==> src/rtl/core/psu_pkg.sv <==
// ----------------------------------------------------------------------------
// psu_pkg
// Types and constants shared by the scanline unfilter modules.
// ----------------------------------------------------------------------------
package psu_pkg;

	localparam int CFG_INDEX_W = 2;
	localparam int CFG_DATA_W  = 16;

	localparam logic [CFG_INDEX_W-1:0] REG_IMAGE_WIDTH  = 2'd0;
	localparam logic [CFG_INDEX_W-1:0] REG_IMAGE_HEIGHT = 2'd1;
	localparam logic [CFG_INDEX_W-1:0] REG_PIXEL_BITS   = 2'd2;

	localparam logic [2:0] FILT_NONE  = 3'd0;
	localparam logic [2:0] FILT_SUB   = 3'd1;
	localparam logic [2:0] FILT_UP    = 3'd2;
	localparam logic [2:0] FILT_AVG   = 3'd3;
	localparam logic [2:0] FILT_PAETH = 3'd4;

	localparam int FIFO_DEPTH = 4;
	localparam int FIFO_PTR_W = 2;
	localparam int FIFO_CNT_W = 3;

	typedef enum logic [1:0] {
		ITEM_TYPE,
		ITEM_DATA,
		ITEM_ERR
	} item_kind_t;

	typedef struct packed {
		item_kind_t  kind;
		logic [2:0]  filter;
		logic        row0;
		logic        row_end;
		logic        image_end;
		logic [2:0]  lag_sel;
		logic [3:0]  eb;
		logic [3:0]  nsamp;
		logic [15:0] count;
		logic [7:0]  data;
	} front_item_t;

	typedef struct packed {
		logic [7:0] value;
		logic       status;
		logic [3:0] eb;
		logic [3:0] nsamp;
		logic       row_end;
		logic       image_end;
	} entry_t;

endpackage

==> src/rtl/core/psu_front.sv <==
// ----------------------------------------------------------------------------
// psu_front
// Accepts stream bytes, holds configuration and row position, classifies each
// item and issues the prior-row read.
// ----------------------------------------------------------------------------
module psu_front #(
	parameter int MAX_ROW_BYTES   = 32768,
	parameter int MAX_PIXEL_BYTES = 8
) (
	input  logic                             clk,
	input  logic                             arst_n,
	input  logic                             cfg_we,
	input  logic [psu_pkg::CFG_INDEX_W-1:0]  cfg_index,
	input  logic [psu_pkg::CFG_DATA_W-1:0]   cfg_data,
	input  logic                             push,
	input  logic                             full,
	input  logic [7:0]                       filtered_byte,
	output psu_pkg::front_item_t             item_s1,
	output logic                             valid_s1,
	output logic                             rd_en,
	output logic [15:0]                      rd_addr
);
	import psu_pkg::*;

	logic [12:0] width_q;
	logic [15:0] height_q;
	logic [6:0]  pix_bits_q;

	logic        awaiting_q;
	logic        err_stop_q;
	logic [2:0]  filter_q;
	logic [15:0] count_q;
	logic [15:0] row_q;

	logic        accept;
	logic [12:0] w_eff;
	logic [15:0] h_eff;
	logic [3:0]  eb;
	logic [3:0]  per;
	logic [4:0]  bpp_raw;
	logic [4:0]  bpp;
	logic [16:0] rb_raw;
	logic [16:0] rb;
	logic        row_end;
	logic        image_end;
	logic [19:0] first;
	logic [19:0] rem;
	logic [3:0]  nsamp;

	assign accept = push && !full;

	always_comb begin
		w_eff = width_q;
		if (width_q == 13'd0) begin
			w_eff = 13'd1;
		end else if (width_q > 13'd4096) begin
			w_eff = 13'd4096;
		end
		h_eff = (height_q == 16'd0) ? 16'd1 : height_q;

		if (pix_bits_q <= 7'd1) begin
			eb = 4'd1;
		end else if (pix_bits_q == 7'd2) begin
			eb = 4'd2;
		end else if (pix_bits_q <= 7'd4) begin
			eb = 4'd4;
		end else begin
			eb = 4'd8;
		end

		bpp_raw = 5'((8'(pix_bits_q) + 8'd7) >> 3);
		bpp = bpp_raw;
		if (int'(bpp_raw) > MAX_PIXEL_BYTES) begin
			bpp = 5'(MAX_PIXEL_BYTES);
		end
		if (eb != 4'd8) begin
			bpp = 5'd1;
		end

		if (eb != 4'd8) begin
			rb_raw = (17'(w_eff) * 17'(eb) + 17'd7) >> 3;
		end else begin
			rb_raw = 17'(w_eff) * 17'(bpp);
		end
		rb = rb_raw;
		if (int'(rb_raw) > MAX_ROW_BYTES) begin
			rb = 17'(MAX_ROW_BYTES);
		end

		row_end   = (17'(count_q) + 17'd1) >= rb;
		image_end = row_end && ((17'(row_q) + 17'd1) >= 17'(h_eff));

		case (eb)
			4'd1: begin
				per   = 4'd8;
				first = 20'(count_q) << 3;
			end
			4'd2: begin
				per   = 4'd4;
				first = 20'(count_q) << 2;
			end
			4'd4: begin
				per   = 4'd2;
				first = 20'(count_q) << 1;
			end
			default: begin
				per   = 4'd1;
				first = 20'(count_q);
			end
		endcase
		rem = (20'(w_eff) > first) ? (20'(w_eff) - first) : 20'd0;
		if (eb == 4'd8) begin
			nsamp = 4'd1;
		end else if (rem < 20'(per)) begin
			nsamp = rem[3:0];
		end else begin
			nsamp = per;
		end
	end

	always_ff @(posedge clk or negedge arst_n) begin
		if (!arst_n) begin
			width_q    <= 13'd1;
			height_q   <= 16'd1;
			pix_bits_q <= 7'd8;
		end else if (cfg_we) begin
			case (cfg_index)
				REG_IMAGE_WIDTH:  width_q    <= cfg_data[12:0];
				REG_IMAGE_HEIGHT: height_q   <= cfg_data;
				REG_PIXEL_BITS:   pix_bits_q <= cfg_data[6:0];
				default: ;
			endcase
		end
	end

	always_ff @(posedge clk or negedge arst_n) begin
		if (!arst_n) begin
			awaiting_q <= 1'b1;
			err_stop_q <= 1'b0;
			filter_q   <= FILT_NONE;
			count_q    <= 16'd0;
			row_q      <= 16'd0;
			valid_s1   <= 1'b0;
		end else begin
			valid_s1 <= accept && !err_stop_q;
			if (accept && !err_stop_q) begin
				if (awaiting_q) begin
					if (filtered_byte > 8'(FILT_PAETH)) begin
						err_stop_q <= 1'b1;
					end else begin
						filter_q   <= filtered_byte[2:0];
						awaiting_q <= 1'b0;
						count_q    <= 16'd0;
					end
				end else if (row_end) begin
					awaiting_q <= 1'b1;
					count_q    <= 16'd0;
					row_q      <= image_end ? 16'd0 : row_q + 16'd1;
				end else begin
					count_q <= count_q + 16'd1;
				end
			end
		end
	end

	always_ff @(posedge clk) begin
		if (accept) begin
			item_s1.kind      <= awaiting_q ?
				((filtered_byte > 8'(FILT_PAETH)) ? ITEM_ERR : ITEM_TYPE) : ITEM_DATA;
			item_s1.filter    <= filter_q;
			item_s1.row0      <= (row_q == 16'd0);
			item_s1.row_end   <= row_end;
			item_s1.image_end <= image_end;
			item_s1.lag_sel   <= 3'(bpp - 5'd1);
			item_s1.eb        <= eb;
			item_s1.nsamp     <= nsamp;
			item_s1.count     <= count_q;
			item_s1.data      <= filtered_byte;
		end
	end

	assign rd_en   = accept && !err_stop_q && !awaiting_q;
	assign rd_addr = count_q;

endmodule

==> config.mk <==
export PLATFORM = sky130hd
export DESIGN_NAME = psu_front
export DESIGN_NICKNAME = d
export VERILOG_FILES = /design/src/rtl/core/psu_pkg.sv /design/src/rtl/core/psu_front.sv
export SDC_FILE = /design/constraint.sdc
export NUM_CORES = 1
export LEC_CHECK = 0
export BUFFER_PORTS_ARGS = -buffer_cell sky130_fd_sc_hd__buf_4
export CAP_MARGIN = 30
export CORE_MARGIN = 3
export CORE_UTILIZATION = 60
export CTS_CLUSTER_SIZE = 10
export DETAILED_ROUTE_END_ITERATION = 12
export HOLD_SLACK_MARGIN = 0.06
export PLACE_DENSITY = 0.8
export SYNTH_ARGS = -nofsm -noshare
export SYNTH_HDL_FRONTEND = slang
export SYNTH_SLANG_ARGS = --single-unit
==> constraint.sdc <==
create_clock -name clk -period 14.05 [get_ports clk]
set_input_delay 0.7025 -clock clk [delete_from_list [all_inputs] [get_ports clk]]
set_output_delay 0.7025 -clock clk [all_outputs]
set_load 0.05 [all_outputs]
; ---- After elaboration in Yosys (flattened, before gate mapping)
; Index checks and enable logic that the tools add are counted.
[totals]
out_inout_bits = 61
input_bits = 31
regBits = 117
[op_classes]
bitwise = 2
eq_ne = 9
mul = 2
n_lt_le_gt_ge = 10
add_sub_neg = 8
reduce_logical = 18
mux = 22
[ops]
columns = op, count
row1 = $mux 16, 5
row2 = $pmux 19 s3, 1
row3 = $add 16x1->17 const B, 2
row4 = $mux 17, 2
row5 = $add 16x1->16 const B, 2
row6 = $logic_not 16->1, 2
row7 = $mux 13, 2
row8 = $gt 13x20->1, 1
row9 = $lt 20x4->1, 1
row10 = $mux 20, 1
row11 = $sub 13x20->20, 1
row12 = $add 17x3->17 const B, 1
row13 = $ge 17x16->1, 1
row14 = $ge 17x17->1, 1
row15 = $gt 17x16->1 const B, 1
row16 = $mul 13x4->17, 1
row17 = $mul 13x5->17, 1
row18 = $mux 4, 4
row19 = $gt 13x13->1 const B, 1
row20 = $logic_not 13->1, 1
row21 = $pmux 4 s3, 1
row22 = $mux 5, 2
row23 = $reduce_and 3->1, 3
row24 = $add 7x3->8 const B, 1
row25 = 21 further kinds, 32

; ---- Longest topological paths before layout
; Gate-level depths: netlist of the first run.
[logic_depth]
ltp_word = 13
ltp_mapped = 33
ltp_nobuf = 31

; ---- Worst setup path after synthesis of the first run
; No wires, ideal clock.
[synth_timing]
path_kind = register to register
startpoint = register pix_bits_q[0]
endpoint = register row_q[1]
stages_incl_launch_ff = 33
setup_time_ns = 0.110
arrival_time_ns = 7.244
t_required_ns = 13.940
period_less_slack_ns = 7.354
n_path_buf = 4
path_slack_ns = 6.696
cell_sequence = dfrtp_1 -> clkbuf_1 -> o31a_1 -> nand2_1 -> xor2_1 -> or2_2 -> clkbuf_1 -> nor2_1 -> fa_1 -> fa_1 -> inv_1 -> fa_1 -> inv_1 -> ha_1 -> or4_1 -> a21oi_1 -> o31ai_1 -> and2_1 -> o21a_1 -> o41ai_1 -> a211o_1 -> buf_2 -> nand2_1 -> ha_1 -> a21o_1 -> a21o_1 -> a211oi_1 -> o21a_1 -> o21ai_0 -> a211oi_1 -> clkbuf_1 -> o21ai_0 -> o41ai_1
[synth_via]
elab_chain_cells = 13
elab_cells_between_ends = 21
cone_classes = add/sub (2) / mul (2) / order compare (5) / eq/ne (2) / mux (8) / reduce/logical (2)
[synth_rtl]
columns = element, line
row1 = from (decl), psu_front.sv:27  ; logic [6:0] pix_bits_q;
row2 = from (signal assigned), psu_front.sv:130  ; REG_PIXEL_BITS: pix_bits_q <= cfg_data[6:0];
row3 = branches (longest 7 deep; another with $mul 13x4->17), --
row4 = $mux 17 *, psu_front.sv:80  ; if (eb != 4'd8) begin
row5 = $gt 17x16->1, psu_front.sv:86  ; if (int'(rb_raw) > MAX_ROW_BYTES) begin
row6 = $mux 17 *, psu_front.sv:86
row7 = $ge 17x17->1 *, psu_front.sv:90  ; row_end = (17'(count_q) + 17'd1) >= rb;
row8 = $logic_and 1x1->1, psu_front.sv:91  ; image_end = row_end && ((17'(row_q) + 17'd1) >= 17'(h_eff));
row9 = $mux 16, psu_front.sv:158  ; row_q <= image_end ? 16'd0 : row_q + 16'd1;
row10 = to (signal assigned), psu_front.sv:158
row11 = to (decl), psu_front.sv:33  ; logic [15:0] row_q;
; Mark *: on every way between the ends.
; A chain may end at the register's enable or synchronous reset.

; ---- Worst setup path in the final report of the first run
[layout_timing]
startpoint = register pix_bits_q[0]
endpoint = register count_q[2], in the netlist rd_addr[2]
[layout_via]
elab_chain_cells = 13
elab_cells_between_ends = 20
cone_classes = add/sub (2) / mul (2) / order compare (5) / eq/ne (2) / mux (9)
[layout_rtl]
columns = element, line
row1 = branches (longest 7 deep; another with $mul 13x4->17), --
row2 = $mux 17 *, psu_front.sv:80
row3 = $gt 17x16->1, psu_front.sv:86
row4 = $mux 17 *, psu_front.sv:86
row5 = $ge 17x17->1 *, psu_front.sv:90
row6 = $mux 16 *, psu_front.sv:155  ; end else if (row_end) begin
row7 = $mux 16 *, psu_front.sv:147  ; if (awaiting_q) begin
row8 = to (signal assigned), psu_front.sv:160  ; count_q <= count_q + 16'd1;
row9 = to (decl), psu_front.sv:32  ; logic [15:0] count_q;
; Marks and branches as above.

==> results.yml, run 1 <==
status:
  status: "complete, no violations"
synth:
  synth_most_common_cell: "nand2_1"
  ys_warn_count: 0
  synth_top_area_share_pct: 16.24
  ys_ff_latch: 117
  netlist_instances: 1228
  synthArstFlopShare_pct: 63.25
  synth_ff_type: "dfrtp_1"
  synth_edf_count: 43
  synth_top_area_cell: "dfrtp_1"
  netlist-cell-type-count: 69
  synth-seq-area-share_pct: 29.18
  synthTopCellsByCount: "166 x nand2_1, 128 x inv_1, 108 x ha_1"
  syn_area_per_cell_um2: 8.785
  syn-cell-area_mm2: 0.01079
  yosys-top-cells-area: "dfrtp_1 16%, ha_1 13%, edfxtp_1 12%, fa_1 10%, nand2_1 5.8%"
place:
  place_congestion: 0.9301
  port_buffers: 91
  post-dp-hpwl_um: 21960
  dp.cells: 1511
setup_path:
  crit_required_ns: 14.29
  r2r_slack_ns: 5.78
  r2r_cells: 28
  cp.arrival_ns: 8.51
  cpMostUsedCell: "fa_1"
  crit_type: "flop to flop"
  endpoint: "rd_addr[2]"
  worst_r2r_endpoint: "rd_addr[2]"
  startpoint_type: "flop"
  reg2reg_from: "pix_bits_q[0]"
  slowest_stage: "o21ai_1"
  slowest_delay_ns: 0.86
  worstSetupEndpointType: "flop"
  cp_max_fo: 18
  startpoint: "pix_bits_q[0]"
pwr:
  power_switching_uw: 773.2
  ir_drop_mv: 0.1195
  p_leak_nw: 5.864
  p_sw_share_pct: 44.02
  power.density_mw_per_mm2: 142.6
  clkPwrFrac_pct: 25.3
  seq_power_share_pct: 23.6
  p_int_uw: 983.2
  combPwrFrac_pct: 51.2
drt:
  first_pass_iters: 5
  viasPerCell: 6.100
  drt-total-wl_um: 29520
  wire_per_inst_um: 19.11
  drc_errors: 0
  num_vias: 9425
  ant_nets: 0
  drtIter0Drc: 832
floorplan:
  coreArea_mm2: 0.01748
  die_y_um: 140.1
  io_pins: 92
  rows: 48
  start_util_pct: 61.73
  die_w_um: 140.1
  die-area_mm2: 0.01963
job:
  cap_violations: 0
global_route:
  grt_pass1_vias: 9248
  grt_util_all_layers_pct: 30.21
  grt_max_degree: 75
  grt_pass1_wl_um: 47730
  overflow: 0
  antenna_found_initial: 0
sta:
  worstMarginPinSlew_ns: 1.100
  grt_setup_unrepaired: "no"
  hold_slack_ns: 0.4502
  hold_viol_final: 0
  min_period_ns: 8.273
  finalCritPeriodShare_pct: 58.88
  fin_tns_setup_ns: 0
  slew_viol_final: 0
  finalClockSkew_ns: 0.01039
  clock.fmax_ghz: 0.1209
  finalSetupViolCount: 0
  relSlewSlack_pct: 26.15
min_path:
  hold_start: "filter_q[0]"
  hold_class: "flop to flop"
cts:
  cts_tree: "yes"
  cts_resized: 0
  tritoncts.num_buffers: 17
  clkTransAtPathRegs_ns: 0.06
  ctsHoldBuffers: 0
  clk_latency_ns: 0.43
  htreeDepth: 4
  post-cts-setup-buffers: 0
  cts.path.max_buffers: 2
  cts_sinks: 117
  cts-root-buf: "clkbuf_16"
final_layout:
  drive_gt1_share_pct: 14.39
  antennaDiodeCount: 0
  final_cells: 1545
  area_growth_pct: 14.21
  final_nets: 1502
[power by group through the flow]
stage | Combinational, mW | Sequential, mW | Clock, mW
3_3_place_gp | 0.848 | 0.417 | 0
5_1_grt | 0.994 | 0.418 | 0.462
4_1_cts | 0.883 | 0.413 | 0.445
2_1_floorplan | 0.629 | 0.428 | 0
6_report | 0.899 | 0.414 | 0.444
3_5_place_dp | 0.871 | 0.419 | 0
[stage by stage]
stage               instance area (µm²)  power (mW)  setup slack (ns)  util, %
floorplan                         10830       1.057             6.696        -
global placement                  11660       1.266             6.177    66.73
detailed placement                11690       1.290             5.924    66.89
CTS                               12280       1.741             5.827    70.28
global route                      12320       1.873             5.237    70.50
finish                            12320       1.756             5.777    70.50
[cells in the final DEF, fill, tap and decap left out, types with 12 or more instances in the layout]
cell / Yosys / routed
ha_1: 108 / 108
o21ai_0: 84 / 83
dfrtp_1: 70 / 70
buf_4: 0 / 99
a21oi_1: 63 / 63
a21o_1: 16 / 16
fa_1: 56 / 56
nand3_1: 24 / 24
xnor2_1: 30 / 30
clkbuf_16: 0 / 17
nor2_1: 100 / 100
inv_1: 128 / 127
edfxtp_1: 43 / 43
nand2_1: 166 / 166
o31ai_1: 12 / 12
nor4_1: 13 / 13
nor3_1: 12 / 12
nand2b_1: 24 / 24
mux2_2: 38 / 38
conb_1: 2 / 12
xor2_1: 22 / 22
[layout make-up]
cell class	count	area [µm²]
clock buffer	17	425.4
clock inverter	15	167.7
fill	1331	5156
inverter	129	484.2
multi-input combinational	940	7005
sequential	117	3148
tap	225	281.5
timing repair buffer	102	808.3
[cell families after synthesis]
kind of cell / Yosys count / synth area share (%)
buf+inv: 181 / 6.321
simple gates: 401 / 17.01
other cells: 2 / 0.06962
fa+ha+maj: 164 / 22.92
compound gates: 268 / 15.84
flops: 117 / 29.18
mux: 43 / 4.431
xor+xnor: 52 / 4.222
[routing by layer]
| layer | routed length (µm) | up-vias | track usage, % |
|---|---|---|---|
| li1 | - | 4394 | - |
| met1 | 12350 | 4516 | 40.86 |
| met2 | 14210 | 453 | 50.19 |
| met3 | 2300 | 62 | 4.848 |
| met4 | 667 | 0 | 9.587 |
| met5 | 0 | - | 0 |
[sequential cells by signal (all words and copies together) (netlist names)]
register / flops
filter_q: 3
valid_s1: 1
rd_addr: 16
item_s1: 43
err_stop_q: 1
width_q: 13
pix_bits_q: 7
awaiting_q: 1
row_q: 16
height_q: 16
[critical path: cells and delay by family (launching register included)]
family | cells | cell delay (ns)
simple gates | 7 | 1.66
flops | 1 | 0.49
fa+ha+maj | 5 | 2.06
compound gates | 13 | 3.68
xor+xnor | 1 | 0.09
buf+inv | 2 | 0.09
[worst min-delay path by stage]
stage | slack (ns) | to | cells past startpoint
floorplan | 0.41 | err_stop_q | 0
global placement | 0.42 | item_s1[38] | 0
detailed placement | 0.44 | item_s1[38] | 0
CTS | 0.45 | item_s1[38] | 0
global route | 0.45 | item_s1[3] | 1
finish | 0.45 | item_s1[38] | 0
No activity file was read; power rests on OpenSTA's default activity.
==> inputs of run 2 (changes only) <==
--- a/config.mk
+++ b/config.mk
@@ -8,11 +8,11 @@
 export BUFFER_PORTS_ARGS = -buffer_cell sky130_fd_sc_hd__buf_4
 export CAP_MARGIN = 30
 export CORE_MARGIN = 3
-export CORE_UTILIZATION = 60
+export CORE_UTILIZATION = 56
 export CTS_CLUSTER_SIZE = 10
 export DETAILED_ROUTE_END_ITERATION = 12
 export HOLD_SLACK_MARGIN = 0.06
-export PLACE_DENSITY = 0.8
+export PLACE_DENSITY = 0.78
 export SYNTH_ARGS = -nofsm -noshare
 export SYNTH_HDL_FRONTEND = slang
 export SYNTH_SLANG_ARGS = --single-unit
==> constraint.sdc (replaced) <==
create_clock -name clk -period 7.3 [get_ports clk]
set_input_delay 0.365 -clock clk [delete_from_list [all_inputs] [get_ports clk]]
set_output_delay 0.365 -clock clk [all_outputs]
set_load 0.05 [all_outputs]
==> results.yml, run 2 (synthesis gave the netlist of run 1 again) <==
status:
  status: "complete, no violations"
floorplan:
  die_w_um: 144.8
  start_util_pct: 57.29
  die_y_um: 144.8
  io_pins: 92
  coreArea_mm2: 0.01883
  die-area_mm2: 0.02097
  rows: 50
final_layout:
  largest_reg_flops: 43
  final_nets: 1535
  largest-register: "item_s1"
  antennaDiodeCount: 0
  drive_gt1_share_pct: 18.55
  final_common_cell: "nand2_1"
  area_growth_pct: 18.58
  mostFrequentLayoutCells: "166 x nand2_1, 127 x inv_1, 127 x buf_4, 107 x ha_1, 94 x nor2_1"
cts:
  clkTransAtPathRegs_ns: 0.06
  tritoncts.num_buffers: 17
  cts-root-buf: "clkbuf_16"
  cts_tree: "yes"
  cts.path.max_buffers: 2
  cts_sinks: 117
  htreeDepth: 4
  clk_latency_ns: 0.43
drt:
  wire_per_inst_um: 17.93
  viasPerCell: 5.929
  drt-total-wl_um: 28920
  num_vias: 9564
  drtIter0Drc: 719
  drc_errors: 0
  first_pass_iters: 5
  ant_nets: 0
pwr:
  power.density_mw_per_mm2: 279.6
  ir_drop_mv: 0.2537
  combPwrFrac_pct: 53.0
  seq_power_share_pct: 22.1
  power_switching_mw: 1.555
  p_total_mw: 3.576
  p_leak_nw: 6.066
  clkPwrFrac_pct: 24.8
  p_sw_share_pct: 43.47
  p_int_mw: 2.022
setup_path:
  crit_required_ns: 7.48
  cp.arrival_ns: 7.23
  crit_type: "flop to flop"
  slowest_delay_ns: 0.56
  slowest_stage: "fa_1"
  cp_max_fo: 18
  cpMostUsedCell: "fa_1"
  critical-path-top-delay-family: "compound AO/OA/AOI/OAI gates"
  startpoint_type: "flop"
  worstSetupEndpointType: "flop"
  cp.buffers_inverters: 3
global_route:
  grt_pass1_vias: 9262
  overflow: 0
  antenna_found_initial: 0
  grt_pass1_wl_um: 46230
  grt_util_all_layers_pct: 28.09
  grt_max_degree: 75
sta:
  clock.fmax_ghz: 0.1418
  finalSetupViolCount: 0
  min_period_ns: 7.053
  relSlewSlack_pct: 36.90
  worst_slack_ns: 0.2469
  finalClockSkew_ns: 0.01849
  finalCritPeriodShare_pct: 96.62
  hold_viol_final: 0
  hold_slack_ns: 0.1323
  worstMarginPinSlew_ns: 0.9451
  slew_viol_final: 0
place:
  port_buffers: 91
  post-dp-hpwl_um: 21760
  place_congestion: 0.9533
  pre_cts_slack_ns: -0.3071
min_path:
  hold_class: "primary input to flop"
job:
  cap_violations: 0
## run 2: power groups by stage
| stage | combinational (mW) | sequential [mW] | clock, mW |
|---|---|---|---|
| after floorplan | 1.21 | 0.825 | 0 |
| after global placement | 1.67 | 0.797 | 0 |
| after detailed placement | 1.73 | 0.800 | 0 |
| after CTS | 1.78 | 0.789 | 0.900 |
| after global routing | 2.11 | 0.798 | 0.927 |
| final | 1.90 | 0.792 | 0.888 |
## run 2: layout make-up
class                      instances  area, µm²
inverter                         129      484.2
clock inverter                    15      195.2
timing repair buffer             133       1032
multi-input combinational        942       7182
tap                              260      325.3
fill                            1481       6038
clock buffer                      17      425.4
sequential                       117       3148
## run 2: timing repair
item	4_1_cts	5_1_grt
endpoints found under the hold margin	0	70
resized for setup	7	38
cloned	1	2
setup endpoints to repair	35	38
buffers inserted	3	3
pin swaps	4	15
hold buffers	0	1
## run 2: worst paths after layout
path / start / end / slack, ns / depth (start not counted)
min in group asynchronous: arst_n / row_q[13] / 0.49 / 3
worst max register to register: pix_bits_q[3] / item_s1[35] / 0.25 / 29
worst min-delay path: filtered_byte[4] / item_s1[4] / 0.13 / 1
worst min register to register: filter_q[2] / item_s1[40] / 0.45 / 0
worst max-delay path: pix_bits_q[3] / item_s1[35] / 0.25 / 29
max in group asynchronous: arst_n / awaiting_q / 6.48 / 3
## run 2: metal layers
layer  share of wire (%)  GRT usage, %
met2                  48         47.11
met3                 7.3         5.159
met4                 3.0         9.278
met5                   0             0
met1                  41         36.91
## run 2: metrics by stage
stage	instance area (µm²)	utilization [%]	instances	setup TNS, ns
detailed placement	11890	63.12	1569	-2.491
floorplan	10830	-	1238	0
global route	12790	67.93	1613	-1.176
finish	12790	67.93	1613	0
global placement	11890	63.12	1569	-0.2101
CTS	12570	66.74	1605	0
==> inputs of run 3 (changes only) <==
--- a/config.mk
+++ b/config.mk
@@ -8,11 +8,12 @@
 export BUFFER_PORTS_ARGS = -buffer_cell sky130_fd_sc_hd__buf_4
 export CAP_MARGIN = 30
 export CORE_MARGIN = 3
-export CORE_UTILIZATION = 56
+export CORE_UTILIZATION = 57
+export CTS_BUF_LIST = sky130_fd_sc_hd__clkbuf_4 sky130_fd_sc_hd__clkbuf_8
 export CTS_CLUSTER_SIZE = 10
 export DETAILED_ROUTE_END_ITERATION = 12
 export HOLD_SLACK_MARGIN = 0.06
-export PLACE_DENSITY = 0.78
+export PLACE_DENSITY = 0.8
 export SYNTH_ARGS = -nofsm -noshare
 export SYNTH_HDL_FRONTEND = slang
 export SYNTH_SLANG_ARGS = --single-unit
==> results.yml, run 3 (synthesis gave the netlist of run 1 again) <==
status:
  status: "complete, no violations"
min_path:
  hold_class: "primary input to async pin"
pwr:
  seq_power_share_pct: 22.8
  power.density_mw_per_mm2: 271.4
  p_int_mw: 1.889
  ir_drop_mv: 0.1545
  clkPwrFrac_pct: 17.1
  p_leak_nw: 6.103
  combPwrFrac_pct: 60.1
  power_switching_mw: 1.566
  p_sw_share_pct: 45.33
setup_path:
  worst_r2r_endpoint: "row_q[5]"
  r2r_slack_ns: 0.29
  worstSetupEndpointType: "flop"
  slowest_delay_ns: 0.54
  crit_type: "flop to flop"
  endpoint: "row_q[5]"
  r2r_cells: 32
  startpoint: "pix_bits_q[3]"
  slowest_stage: "dfstp_2"
  cp.arrival_ns: 7.36
  cp_max_fo: 7
  crit_required_ns: 7.65
  reg2reg_from: "pix_bits_q[3]"
  startpoint_type: "flop"
place:
  port_buffers: 91
  post-dp-hpwl_um: 22050
  place_congestion: 0.9915
  dpl_cell_area_mm2: 0.01211
  pre_cts_slack_ns: -0.1358
final_layout:
  area_growth_pct: 18.00
  final_nets: 1568
  drive_gt1_share_pct: 20.13
  final_area_mm2: 0.01273
  antennaDiodeCount: 0
  nFillCells: 1421
  final_common_cell: "nand2_1"
  mostFrequentLayoutCells: "166 x nand2_1, 161 x buf_4, 126 x inv_1, 106 x ha_1, 96 x nor2_1"
  largest_reg_flops: 43
  largest-register: "item_s1"
drt:
  drtIter0Drc: 673
  wire_per_inst_um: 17.79
  first_pass_iters: 5
  ant_nets: 0
  num_vias: 9643
  drt-total-wl_um: 28730
  drc_errors: 0
  viasPerCell: 5.971
cts:
  htreeDepth: 4
  cts_sinks: 117
  tritoncts.num_buffers: 17
  clkTransAtPathRegs_ns: 0.09
  cts-root-buf: "clkbuf_8"
  cts.path.max_buffers: 2
  clk_latency_ns: 0.47
  cts_tree: "yes"
floorplan:
  die-area_mm2: 0.02061
  start_util_pct: 59.05
  die_y_um: 143.6
  coreArea_mm2: 0.01827
  rows: 49
  io_pins: 92
  die_w_um: 143.6
sta:
  slew_viol_final: 0
  clock.fmax_ghz: 0.1426
  finalCritPeriodShare_pct: 96.03
  worstMarginPinSlew_ns: 0.9850
  finalSetupViolCount: 0
  worst_slack_ns: 0.2897
  finalClockSkew_ns: 0.02125
  relSlewSlack_pct: 34.05
  hold_viol_final: 0
  min_period_ns: 7.010
global_route:
  antenna_found_initial: 0
  grt_pass1_vias: 9289
  grt_util_all_layers_pct: 28.30
  grt_pass1_wl_um: 46270
  overflow: 0
  grt_max_degree: 75
job:
  cap_violations: 0
-- run 3: changes by cell type in the layout (fill, tap and decap cells not counted), moves of 3 or more --
cell,change
buf_4,+34
buf_6,+3
clkbuf_16,-17
clkbuf_8,+16
o21ai_1,-3
-- run 3: power by group through the flow --
| stage | clock network, mW | logic, mW | registers [mW] |
|---|---|---|---|
| after global routing | 0.629 | 2.28 | 0.792 |
| after detailed placement | 0 | 1.86 | 0.798 |
| final | 0.592 | 2.08 | 0.786 |
| after global placement | 0 | 1.82 | 0.796 |
| after CTS | 0.597 | 1.92 | 0.785 |
| after floorplan | 0 | 1.21 | 0.825 |
-- run 3: metal layers --
metal,up-vias,routed length [µm],share of wire [%],GRT usage [%]
met5,-,0,0,0
met4,0,738,2.6,9.415
met3,68,2226,7.7,5.191
met2,409,13470,47,45.75
met1,4642,12300,43,38.69
li1,4524,-,-,-
-- run 3: worst min path at each step --
stage                              end  depth (start not counted)  slack [ns]
after floorplan             err_stop_q                          0        0.07
after CTS                     row_q[0]                          1        0.06
final                     height_q[14]                          1        0.04
after detailed placement   item_s1[39]                          0        0.43
after global routing        item_s1[7]                          1        0.07
after global placement     item_s1[38]                          0        0.42
-- run 3: final cells by class --
type | count | area (µm²) | area share (%)
Timing Repair Buffer | 168 | 1285 | 10.09
Clock buffer | 18 | 241.5 | 1.897
Clock inverter | 14 | 127.6 | 1.003
Tap cell | 229 | 286.5 | 2.251
Multi-Input combinational cell | 940 | 7157 | 56.22
Inverter | 129 | 484.2 | 3.804
Sequential cell | 117 | 3148 | 24.73
-- run 3: worst max-delay path: cells and delay by family, from the launching register on --
kind,cells,cell delay (ns)
adder cells (fa/ha/maj),5,1.98
AND/OR/NAND/NOR,9,1.97
AO/OA/AOI/OAI,10,1.41
buffers and inverters,7,0.81
flip-flops,1,0.54
XOR/XNOR,1,0.16
-- run 3: timing repair --
| item | 4_1_cts | 5_1_grt |
|---|---|---|
| endpoints found under the hold margin | 0 | 2 |
| gates cloned | 1 | 1 |
| hold buffers | 0 | 2 |
| pin swaps | 1 | 15 |
| setup endpoints to repair | 33 | 38 |
| setup buffers | 1 | 5 |
| resized for setup | 7 | 37 |
-- run 3: stage by stage --
step                power, mW  hold slack (ns)  std cells  utilization [%]  TNS [ns]
global placement        2.611           0.4248       1573            66.29         0
detailed placement      2.661           0.4305       1573            66.29    -1.496
global route            3.701          0.06700       1615            69.68  -0.05589
floorplan               2.037          0.06941       1238                -         0
finish                  3.455          0.03925       1615            69.68         0
CTS                     3.299          0.06173       1607            68.57         0
